**src/design/iirdf2t_pkg.sv**
```systemverilog
package iirdf2t_pkg;

    // Filter order; only the first ORDER delay words and b0..b_ORDER, a1..a_ORDER are used
    localparam int ORDER = 3;

    // Field widths
    localparam int ACT_W   = 2;
    localparam int SAMP_W  = 16;
    localparam int IDX_W   = 2;
    localparam int Z_W     = 40;
    localparam int COEF_W  = 18;
    localparam int FRAC    = 14;
    localparam int PROD_W  = COEF_W + SAMP_W;
    localparam int ACC_W   = Z_W + 2;

    // Coefficient register file: b0..b3 then a1..a3
    localparam int NUM_B      = 4;
    localparam int NUM_CFG    = 7;
    localparam int CFG_IDX_W  = 3;
    localparam int CFG_B0     = 0;
    localparam int CFG_A1     = NUM_B;
    localparam logic signed [COEF_W-1:0] COEF_B0_RESET = COEF_W'(16384);

    // Tap counter and delay word address widths
    localparam int TAP_W = (ORDER > 1) ? $clog2(ORDER) : 1;
    localparam int ZA_W  = ($clog2(ORDER + 1) > IDX_W) ? $clog2(ORDER + 1) : IDX_W;

    typedef enum logic [ACT_W-1:0] {
        ACT_FILTER = 2'd0,
        ACT_LOAD   = 2'd1,
        ACT_READ   = 2'd2,
        ACT_NONE   = 2'd3
    } action_t;

    typedef struct packed {
        logic [ACT_W-1:0]         action;
        logic signed [SAMP_W-1:0] sample;
        logic [IDX_W-1:0]         delay_index;
        logic signed [Z_W-1:0]    delay_value;
    } req_t;

    typedef struct packed {
        logic signed [SAMP_W-1:0] filtered;
        logic signed [Z_W-1:0]    delay_out;
        logic                     saturated;
    } rsp_t;

    // Datapath operations
    typedef enum logic [2:0] {
        OP_NONE,
        OP_ACC_Y0,
        OP_SAT_Y,
        OP_ACC_TAP,
        OP_WRITE_TAP,
        OP_LOAD,
        OP_READ
    } dp_op_t;

    // Multiplier coefficient select, relative to the tap counter
    typedef enum logic [1:0] {
        CS_B0,
        CS_B_TAP1,
        CS_B_TAP2,
        CS_A_TAP1
    } coef_sel_t;

    // Sequencer jump kinds
    typedef enum logic [1:0] {
        J_NEXT,
        J_LOOP,
        J_GOTO,
        J_END
    } jump_t;

    localparam int PC_W = 3;

    // Program addresses
    localparam logic [PC_W-1:0] S_MB0  = 3'd0;
    localparam logic [PC_W-1:0] S_ACC0 = 3'd1;
    localparam logic [PC_W-1:0] S_SATY = 3'd2;
    localparam logic [PC_W-1:0] S_TA   = 3'd3;
    localparam logic [PC_W-1:0] S_TB   = 3'd4;
    localparam logic [PC_W-1:0] S_DONE = 3'd5;
    localparam logic [PC_W-1:0] S_LOAD = 3'd6;
    localparam logic [PC_W-1:0] S_READ = 3'd7;

    typedef struct packed {
        dp_op_t            op;
        logic              mul_en;
        coef_sel_t         coef;
        jump_t             jmp;
        logic [PC_W-1:0]   target;
    } ucode_t;

    // Sequencer to datapath control bundle
    typedef struct packed {
        dp_op_t           op;
        logic             mul_en;
        coef_sel_t        coef;
        logic [TAP_W-1:0] tap;
        logic             start;
        logic             res_load;
    } seq_ctl_t;

    // Microcode ROM
    function automatic ucode_t ucode(input logic [PC_W-1:0] pc);
        ucode_t u;
        u = '{op: OP_NONE, mul_en: 1'b0, coef: CS_B0, jmp: J_END, target: S_DONE};
        case (pc)
            // b0*x
            S_MB0:  u = '{op: OP_NONE, mul_en: 1'b1, coef: CS_B0,
                          jmp: J_NEXT, target: S_DONE};
            // acc = b0*x + z0 + half lsb; start b1*x
            S_ACC0: u = '{op: OP_ACC_Y0, mul_en: 1'b1, coef: CS_B_TAP1,
                          jmp: J_NEXT, target: S_DONE};
            // y = sat16(acc >>> 14)
            S_SATY: u = '{op: OP_SAT_Y, mul_en: 1'b0, coef: CS_B0,
                          jmp: J_NEXT, target: S_DONE};
            // acc = b*x + z[t+1]; start a*y
            S_TA:   u = '{op: OP_ACC_TAP, mul_en: 1'b1, coef: CS_A_TAP1,
                          jmp: J_NEXT, target: S_DONE};
            // z[t] = sat40(acc - a*y); start next b*x; loop over taps
            S_TB:   u = '{op: OP_WRITE_TAP, mul_en: 1'b1, coef: CS_B_TAP2,
                          jmp: J_LOOP, target: S_TA};
            S_DONE: u = '{op: OP_NONE, mul_en: 1'b0, coef: CS_B0,
                          jmp: J_END, target: S_DONE};
            S_LOAD: u = '{op: OP_LOAD, mul_en: 1'b0, coef: CS_B0,
                          jmp: J_GOTO, target: S_DONE};
            S_READ: u = '{op: OP_READ, mul_en: 1'b0, coef: CS_B0,
                          jmp: J_GOTO, target: S_DONE};
            default: u = '{op: OP_NONE, mul_en: 1'b0, coef: CS_B0,
                           jmp: J_END, target: S_DONE};
        endcase
        return u;
    endfunction

endpackage

```
**src/design/iirdf2t_seq.sv**
```systemverilog
module iirdf2t_seq
(
    input  logic                             clk,
    input  logic                             rst_n,
    input  logic                             req_valid,
    input  logic [iirdf2t_pkg::ACT_W-1:0]    action,
    input  logic                             res_free,
    output logic                             req_ready,
    output iirdf2t_pkg::seq_ctl_t            ctl
);
    import iirdf2t_pkg::*;

    localparam logic [TAP_W-1:0] TAP_LAST = TAP_W'(ORDER - 1);

    logic             busy_reg, busy_next;
    logic [PC_W-1:0]  pc_reg, pc_next;
    logic [TAP_W-1:0] tap_reg, tap_next;
    logic [PC_W-1:0]  start_pc;
    logic             start;
    ucode_t           uw;

    assign uw        = ucode(pc_reg);
    assign req_ready = !busy_reg;
    assign start     = req_valid && !busy_reg;

    // Entry point by action
    always_comb
    begin
        case (action_t'(action))
            ACT_FILTER: start_pc = S_MB0;
            ACT_LOAD:   start_pc = S_LOAD;
            ACT_READ:   start_pc = S_READ;
            default:    start_pc = S_DONE;
        endcase
    end

    // Step counter, tap counter and jumps
    always_comb
    begin
        busy_next = busy_reg;
        pc_next   = pc_reg;
        tap_next  = tap_reg;
        if (start)
        begin
            busy_next = 1'b1;
            pc_next   = start_pc;
            tap_next  = '0;
        end
        else if (busy_reg)
        begin
            case (uw.jmp)
                J_NEXT:
                begin
                    pc_next = pc_reg + PC_W'(1);
                end
                J_LOOP:
                begin
                    if (tap_reg != TAP_LAST)
                    begin
                        pc_next  = uw.target;
                        tap_next = tap_reg + TAP_W'(1);
                    end
                    else
                    begin
                        pc_next = pc_reg + PC_W'(1);
                    end
                end
                J_GOTO:
                begin
                    pc_next = uw.target;
                end
                J_END:
                begin
                    if (res_free)
                    begin
                        busy_next = 1'b0;
                    end
                end
                default:
                begin
                    busy_next = 1'b0;
                end
            endcase
        end
    end

    always_ff @(posedge clk or negedge rst_n)
    begin
        if (!rst_n)
        begin
            busy_reg <= 1'b0;
            pc_reg   <= S_DONE;
            tap_reg  <= '0;
        end
        else
        begin
            busy_reg <= busy_next;
            pc_reg   <= pc_next;
            tap_reg  <= tap_next;
        end
    end

    // Control word to the datapath
    always_comb
    begin
        ctl.op       = busy_reg ? uw.op : OP_NONE;
        ctl.mul_en   = busy_reg && uw.mul_en;
        ctl.coef     = uw.coef;
        ctl.tap      = tap_reg;
        ctl.start    = start;
        ctl.res_load = busy_reg && (uw.jmp == J_END) && res_free;
    end

endmodule

```
**src/design/iirdf2t_dp.sv**
```systemverilog
module iirdf2t_dp
(
    input  logic                                  clk,
    input  logic                                  rst_n,
    input  iirdf2t_pkg::seq_ctl_t                 ctl,
    input  iirdf2t_pkg::req_t                     req,
    input  logic                                  cfg_valid,
    input  logic [iirdf2t_pkg::CFG_IDX_W-1:0]     cfg_index,
    input  logic signed [iirdf2t_pkg::COEF_W-1:0] cfg_data,
    input  logic                                  rsp_ready,
    output logic                                  rsp_valid,
    output iirdf2t_pkg::rsp_t                     rsp,
    output logic                                  res_free
);
    import iirdf2t_pkg::*;

    localparam logic signed [ACC_W-1:0] RND = ACC_W'(1) <<< (FRAC - 1);

    // Coefficients, delay words, result slot
    logic signed [COEF_W-1:0] coef_reg [NUM_CFG];
    logic signed [Z_W-1:0]    z_reg [ORDER];
    logic                     rsp_valid_reg;
    rsp_t                     rsp_reg;

    // Working registers
    logic signed [SAMP_W-1:0] x_reg;
    logic [IDX_W-1:0]         idx_reg;
    logic signed [Z_W-1:0]    dval_reg;
    logic signed [PROD_W-1:0] prod_reg, prod_next;
    logic signed [ACC_W-1:0]  acc_reg, acc_next;
    logic signed [SAMP_W-1:0] y_reg, y_next;
    logic signed [Z_W-1:0]    dout_reg;
    logic                     flag_reg;

    logic [CFG_IDX_W-1:0]     coef_idx;
    logic                     coef_ok;
    logic signed [COEF_W-1:0] coef_val;
    logic signed [SAMP_W-1:0] mul_opnd;
    logic [ZA_W-1:0]          rd_addr;
    logic signed [Z_W-1:0]    z_rd;
    logic signed [ACC_W-1:0]  y_shift;
    logic                     y_ovf;
    logic signed [ACC_W-1:0]  diff;
    logic                     z_ovf;
    logic signed [Z_W-1:0]    z_sat;
    logic                     idx_ok;

    assign res_free  = !rsp_valid_reg || rsp_ready;
    assign rsp_valid = rsp_valid_reg;
    assign rsp       = rsp_reg;
    assign idx_ok    = ZA_W'(idx_reg) < ZA_W'(ORDER);

    // Coefficient select relative to the tap counter
    always_comb
    begin
        coef_ok = 1'b1;
        case (ctl.coef)
            CS_B0:     coef_idx = CFG_IDX_W'(CFG_B0);
            CS_B_TAP1: coef_idx = CFG_IDX_W'(ctl.tap) + CFG_IDX_W'(1);
            CS_B_TAP2:
            begin
                coef_idx = CFG_IDX_W'(ctl.tap) + CFG_IDX_W'(2);
                coef_ok  = coef_idx <= CFG_IDX_W'(ORDER);
            end
            CS_A_TAP1: coef_idx = CFG_IDX_W'(ctl.tap) + CFG_IDX_W'(CFG_A1);
            default:   coef_idx = CFG_IDX_W'(CFG_B0);
        endcase
        coef_val = coef_ok ? coef_reg[coef_idx] : '0;
        mul_opnd = (ctl.coef == CS_A_TAP1) ? y_reg : x_reg;
    end

    // Shared multiplier, product registered
    assign prod_next = coef_val * mul_opnd;

    // Delay word read port
    always_comb
    begin
        case (ctl.op)
            OP_ACC_TAP: rd_addr = ZA_W'(ctl.tap) + ZA_W'(1);
            OP_READ:    rd_addr = ZA_W'(idx_reg);
            default:    rd_addr = '0;
        endcase
        z_rd = '0;
        for (int k = 0; k < ORDER; k++)
        begin
            if (rd_addr == ZA_W'(k))
            begin
                z_rd = z_reg[k];
            end
        end
    end

    // Accumulator and output rounding / saturation
    always_comb
    begin
        acc_next = acc_reg;
        case (ctl.op)
            OP_ACC_Y0:  acc_next = ACC_W'(prod_reg) + ACC_W'(z_rd) + RND;
            OP_ACC_TAP: acc_next = ACC_W'(prod_reg) + ACC_W'(z_rd);
            default:    acc_next = acc_reg;
        endcase

        y_shift = acc_reg >>> FRAC;
        y_ovf   = !((&y_shift[ACC_W-1:SAMP_W-1]) || !(|y_shift[ACC_W-1:SAMP_W-1]));
        if (y_ovf)
        begin
            y_next = y_shift[ACC_W-1] ? {1'b1, {(SAMP_W-1){1'b0}}}
                                      : {1'b0, {(SAMP_W-1){1'b1}}};
        end
        else
        begin
            y_next = y_shift[SAMP_W-1:0];
        end

        diff  = acc_reg - ACC_W'(prod_reg);
        z_ovf = !((&diff[ACC_W-1:Z_W-1]) || !(|diff[ACC_W-1:Z_W-1]));
        if (z_ovf)
        begin
            z_sat = diff[ACC_W-1] ? {1'b1, {(Z_W-1){1'b0}}}
                                  : {1'b0, {(Z_W-1){1'b1}}};
        end
        else
        begin
            z_sat = diff[Z_W-1:0];
        end
    end

    // Working registers: input capture, product, accumulator, result fields
    always_ff @(posedge clk)
    begin
        if (ctl.start)
        begin
            x_reg    <= req.sample;
            idx_reg  <= req.delay_index;
            dval_reg <= req.delay_value;
            y_reg    <= '0;
            dout_reg <= '0;
            flag_reg <= 1'b0;
        end
        else
        begin
            case (ctl.op)
                OP_SAT_Y:
                begin
                    y_reg    <= y_next;
                    flag_reg <= flag_reg | y_ovf;
                end
                OP_WRITE_TAP:
                begin
                    flag_reg <= flag_reg | z_ovf;
                end
                OP_LOAD:
                begin
                    if (idx_ok)
                    begin
                        dout_reg <= dval_reg;
                    end
                end
                OP_READ:
                begin
                    dout_reg <= z_rd;
                end
                default:
                begin
                end
            endcase
        end
        if (ctl.mul_en)
        begin
            prod_reg <= prod_next;
        end
        acc_reg <= acc_next;
        if (ctl.res_load)
        begin
            rsp_reg.filtered  <= y_reg;
            rsp_reg.delay_out <= dout_reg;
            rsp_reg.saturated <= flag_reg;
        end
    end

    // Coefficients, delay words and result valid
    always_ff @(posedge clk or negedge rst_n)
    begin
        if (!rst_n)
        begin
            for (int k = 0; k < NUM_CFG; k++)
            begin
                coef_reg[k] <= (k == CFG_B0) ? COEF_B0_RESET : '0;
            end
            for (int k = 0; k < ORDER; k++)
            begin
                z_reg[k] <= '0;
            end
            rsp_valid_reg <= 1'b0;
        end
        else
        begin
            if (cfg_valid && (cfg_index < CFG_IDX_W'(NUM_CFG)))
            begin
                coef_reg[cfg_index] <= cfg_data;
            end
            for (int k = 0; k < ORDER; k++)
            begin
                if ((ctl.op == OP_WRITE_TAP) && (ZA_W'(ctl.tap) == ZA_W'(k)))
                begin
                    z_reg[k] <= z_sat;
                end
                else if ((ctl.op == OP_LOAD) && (ZA_W'(idx_reg) == ZA_W'(k)))
                begin
                    z_reg[k] <= dval_reg;
                end
            end
            if (ctl.res_load)
            begin
                rsp_valid_reg <= 1'b1;
            end
            else if (rsp_ready)
            begin
                rsp_valid_reg <= 1'b0;
            end
        end
    end

endmodule

```
**src/design/iir_filter_df2t.sv**
```systemverilog
// Fixed-point IIR filter, direct form II transposed, order 3 (b0..b3, a1..a3 in
// Q4.14, a0 taken as 1). Each request word filters one 16-bit sample, loads one
// 40-bit delay word or reads one back, and gives exactly one response word. A
// sample steps through b0*x, the accumulate with z0 and the output saturation,
// then through b*x and a*y for each tap, two steps per tap, on the single shared
// 18x16 multiplier driven by a small microcoded sequencer; load and read go
// straight to their load or read step. A new request is taken only once the
// previous one has its response registered; that response waits in its own
// register, so the next request is taken while it is still pending.
// Coefficient writes are accepted every cycle but must only be made while idle.
module iir_filter_df2t
(
    input  logic                                  clk,
    input  logic                                  rst_n,
    input  logic                                  req_valid,
    output logic                                  req_ready,
    input  iirdf2t_pkg::req_t                     req,
    output logic                                  rsp_valid,
    input  logic                                  rsp_ready,
    output iirdf2t_pkg::rsp_t                     rsp,
    input  logic                                  cfg_valid,
    output logic                                  cfg_ready,
    input  logic [iirdf2t_pkg::CFG_IDX_W-1:0]     cfg_index,
    input  logic signed [iirdf2t_pkg::COEF_W-1:0] cfg_data
);
    import iirdf2t_pkg::*;

    seq_ctl_t ctl;
    logic     res_free;

    assign cfg_ready = 1'b1;

    // Program sequencer
    iirdf2t_seq u_seq
    (
        .clk       (clk),
        .rst_n     (rst_n),
        .req_valid (req_valid),
        .action    (req.action),
        .res_free  (res_free),
        .req_ready (req_ready),
        .ctl       (ctl)
    );

    // Multiply-accumulate datapath and state
    iirdf2t_dp u_dp
    (
        .clk       (clk),
        .rst_n     (rst_n),
        .ctl       (ctl),
        .req       (req),
        .cfg_valid (cfg_valid),
        .cfg_index (cfg_index),
        .cfg_data  (cfg_data),
        .rsp_ready (rsp_ready),
        .rsp_valid (rsp_valid),
        .rsp       (rsp),
        .res_free  (res_free)
    );

endmodule

```
**config.mk**
```make
export PLATFORM = sky130hd
export DESIGN_NAME = iir_filter_df2t
export DESIGN_NICKNAME = d
export VERILOG_FILES = /design/src/design/iirdf2t_pkg.sv /design/src/design/iirdf2t_seq.sv /design/src/design/iirdf2t_dp.sv /design/src/design/iir_filter_df2t.sv
export SDC_FILE = /design/constraint.sdc
export NUM_CORES = 2
export LEC_CHECK = 0
export BUFFER_PORTS_ARGS = -buffer_cell sky130_fd_sc_hd__buf_2
export CAP_MARGIN = 30
export CELL_PAD_IN_SITES_DETAIL_PLACEMENT = 1
export CELL_PAD_IN_SITES_GLOBAL_PLACEMENT = 2
export CORE_ASPECT_RATIO = 0.7
export CORE_MARGIN = 2
export CORE_UTILIZATION = 45
export DETAILED_ROUTE_END_ITERATION = 8
export PLACE_DENSITY = 0.92
export REMOVE_ABC_BUFFERS = 1
export SKIP_LAST_GASP = 1
export SYNTH_ARGS = -nofsm -noshare
export SYNTH_HDL_FRONTEND = slang
export SYNTH_SLANG_ARGS = --single-unit
export TNS_END_PERCENT = 1
```
**constraint.sdc**
```tcl
create_clock -name clk -period 20.1 [get_ports clk]
set_input_delay 3.015 -clock clk [delete_from_list [all_inputs] [get_ports clk]]
set_output_delay 3.015 -clock clk [all_outputs]
set_load 0.01 [all_outputs]
```
==> reports/metrics.cfg <==
[final_layout]
multiInputGateArea_um2=21820
regArea_um2=13210
drive_gt1_frac=0.1278
final_nets=4383
area_growth_pct=9.945
largest_register_ffs=126
fillerInstances=9158

[worst_setup_path]
r2r-start=u_seq.pc_reg[0]
worstPathMaxFanout=44
ff2ff_path_depth=37
worst_ep_arrival_time_ns=11.01
rrSetupSlack_ns=9.48
startpoint_type=register
endpoint_kind=register
critPathMaxStageDelay_ns=0.81
crit_required_ns=20.48
crit_slowest_cell=nor2_2
critical_path_class=reg -> reg
r2r-end=u_dp.prod_reg[33]
worst_path_most_repeated_cell=inv_1

[clocking]
ctsHoldBuffers=0
ctsHtreeMaxLevel=2
cts-root-buf=clkbuf_16
clk_pin_slew_ns=0.06
post_cts.repair.setup_buffers=0
cts.sinks=501
cts_tree=done
cts_buffers=51
insertion_delay_ns=0.65
cts_resized=0
clock_path_buffers=3

[synth]
ys_types=105
async_flop_share=0.5050
synthTopCellsByCount=nand2_1 (413), inv_1 (400), nor2_1 (342)
yosys-top-cells-area=dfrtp_1 (17%), fa_1 (16%), edfxtp_1 (15%), ha_1 (6.1%), nand2_1 (4.2%)
synth_top_area_share=0.1684
syn_avg_cell_area_um2=9.910
syn-instance-count=3749
yosysMostFrequentCell=nand2_1
ys_seq_area_frac=0.3556
synthFlopType=dfrtp_1
synth_top_cell_by_area=dfrtp_1
synth-edff-count=191
ys_ff_latch=501
yosysWarnings=0
synth_area_um2=37150

[grt]
track_usage=0.2798
antenna_found_initial=7
first_global_vias=30828
grt_overflow=0
grt_pass1_wl_um=184000
grt_max_degree=73

[routing]
drc=0
ant_nets=0
dr.first_iter.drc_count=2525
vias=29468
wirelength_um=118000
vias_per_cell=5.958
wl_per_cell_um=23.85
drt_pass1_iterations=5

[sta]
fin_skew_ns=0.01971
grt_setup_unrepaired=false
hold_violations=0
period_share=0.5285
timing.setup.tns_ns=0
slew_violations=0
max_slew_margin=0.2905
tightest_slew_ns=1.064
setup_viol_count_final=0
finalCriticalPeriod_ns=10.62
max_freq_ghz=0.09414

[floorplanning]
start_util=0.4529
die-area_um2=84910
die_h_um=244.4
die_w_um=347.4
core_um2=82030
rows=88
pin_count=146

[hold_path]
hold_path_class=reg -> reg
whs_endpoint=u_dp.rsp[40]
hp-start=u_dp.dout_reg[39]
min_path_cells=0

[outcome]
outcome=finished, final reports clean

[place]
gp_congestion=0.9176
placement.io_buffers=144
hpwl_um=87920

[run]
drv_cap=0

==> cell usage in the layout (no fill, tap or decap), types with 13 or more instances in the layout <==
cell type and count:
nor2b_1 14, fa_1 292, dfxtp_1 57, nor2_1 336, and2_1 18, o221ai_1 72
xor2_1 37, dfrtp_1 250, mux2i_1 33, a311o_1 20, nand3_1 33, mux2_2 135
nor4_1 13, o21ai_0 92, ha_1 181, edfxtp_1 191, o211ai_1 43, clkbuf_16 51
a31oi_1 13, a22oi_1 114, xnor2_1 85, buf_2 144, nor3_1 33, nand2b_1 39
a211oi_1 14, nand4_1 23, o21bai_1 22, or3_1 15, nand2_1 413, o21a_1 27
a21oi_1 241, buf_4 56, inv_1 400, and3_1 37, a21o_1 77
==> metal layers <==
layer | track usage | up-vias | part of all wire | wire length (um)
met3 | 0.07150 | 169 | 0.090 | 10570
li1 | - | 13143 | - | -
met1 | 0.4087 | 15115 | 0.46 | 53990
met5 | 0 | - | 0.00035 | 41
met4 | 0.06343 | 6 | 0.020 | 2375
met2 | 0.4166 | 1035 | 0.43 | 51000
==> final cells by class <==
cell class                      count  area share
Clock buffer                       67     0.03418
Multi-Input combinational cell   2663      0.5343
Sequential cell                   501      0.3234
Timing Repair Buffer              206     0.03054
Antenna cell                        1  0.00006126
Tap cell                         1080     0.03308
Clock inverter                     27    0.007505
Inverter                          401     0.03691
==> worst max-delay path by stage <==
| stage | end | cells after the start | start | slack, ns |
|---|---|---|---|---|
| 3_5_place_dp | u_dp.prod_reg[30] | 34 | u_seq.pc_reg[0] | 9.53 |
| 3_3_place_gp | u_dp.prod_reg[33] | 37 | u_seq.pc_reg[0] | 9.87 |
| 5_1_grt | u_dp.prod_reg[30] | 36 | u_seq.pc_reg[0] | 8.75 |
| 6_report | u_dp.prod_reg[33] | 37 | u_seq.pc_reg[0] | 9.48 |
| 2_1_floorplan | u_dp.prod_reg[33] | 34 | u_seq.pc_reg[0] | 9.66 |
| 4_1_cts | u_dp.prod_reg[30] | 34 | u_seq.pc_reg[0] | 9.50 |
==> per-stage QoR <==
| stage | utilization | std cells | cell area (um^2) | hold slack (ns) | setup slack (ns) |
|---|---|---|---|---|---|
| final | 0.4980 | 4946 | 40850 | 0.4306 | 9.477 |
| after global routing | 0.4979 | 4945 | 40840 | 0.4366 | 8.747 |
| after CTS | 0.4968 | 4940 | 40750 | 0.4259 | 9.497 |
| after detailed placement | 0.4760 | 4846 | 39050 | 0.4172 | 9.526 |
| after global placement | 0.4758 | 4843 | 39030 | 0.4143 | 9.871 |
| after floorplan | - | 3565 | 36380 | 0.4085 | 9.664 |
==> critical path, delay by kind of cell (launching register included) <==
| family | cells | cell delay [ns] |
|---|---|---|
| adders and majority gates | 8 | 3.35 |
| xor gates and xnor gates | 1 | 0.08 |
| buffers and inverters | 7 | 0.68 |
| DFF | 1 | 0.64 |
| and+or+nand+nor | 6 | 1.39 |
| AOI/OAI and AO/OA | 15 | 4.19 |
==> logic make-up after synthesis <==
family                   count (synthesis)  synth area share
flip-flops                             501            0.3556
AO/OA/AOI/OAI                          844            0.1558
adder cells (fa/ha/maj)                473            0.2183
buffers and inverters                  585           0.06116
multiplexers                           172           0.05095
XOR/XNOR                               124           0.02994
AND/OR/NAND/NOR                       1049            0.1281
other                                    1         0.0001009
Power is not shown: default switching activity piles up to over one toggle a cycle in this logic, so the estimate is an artifact.
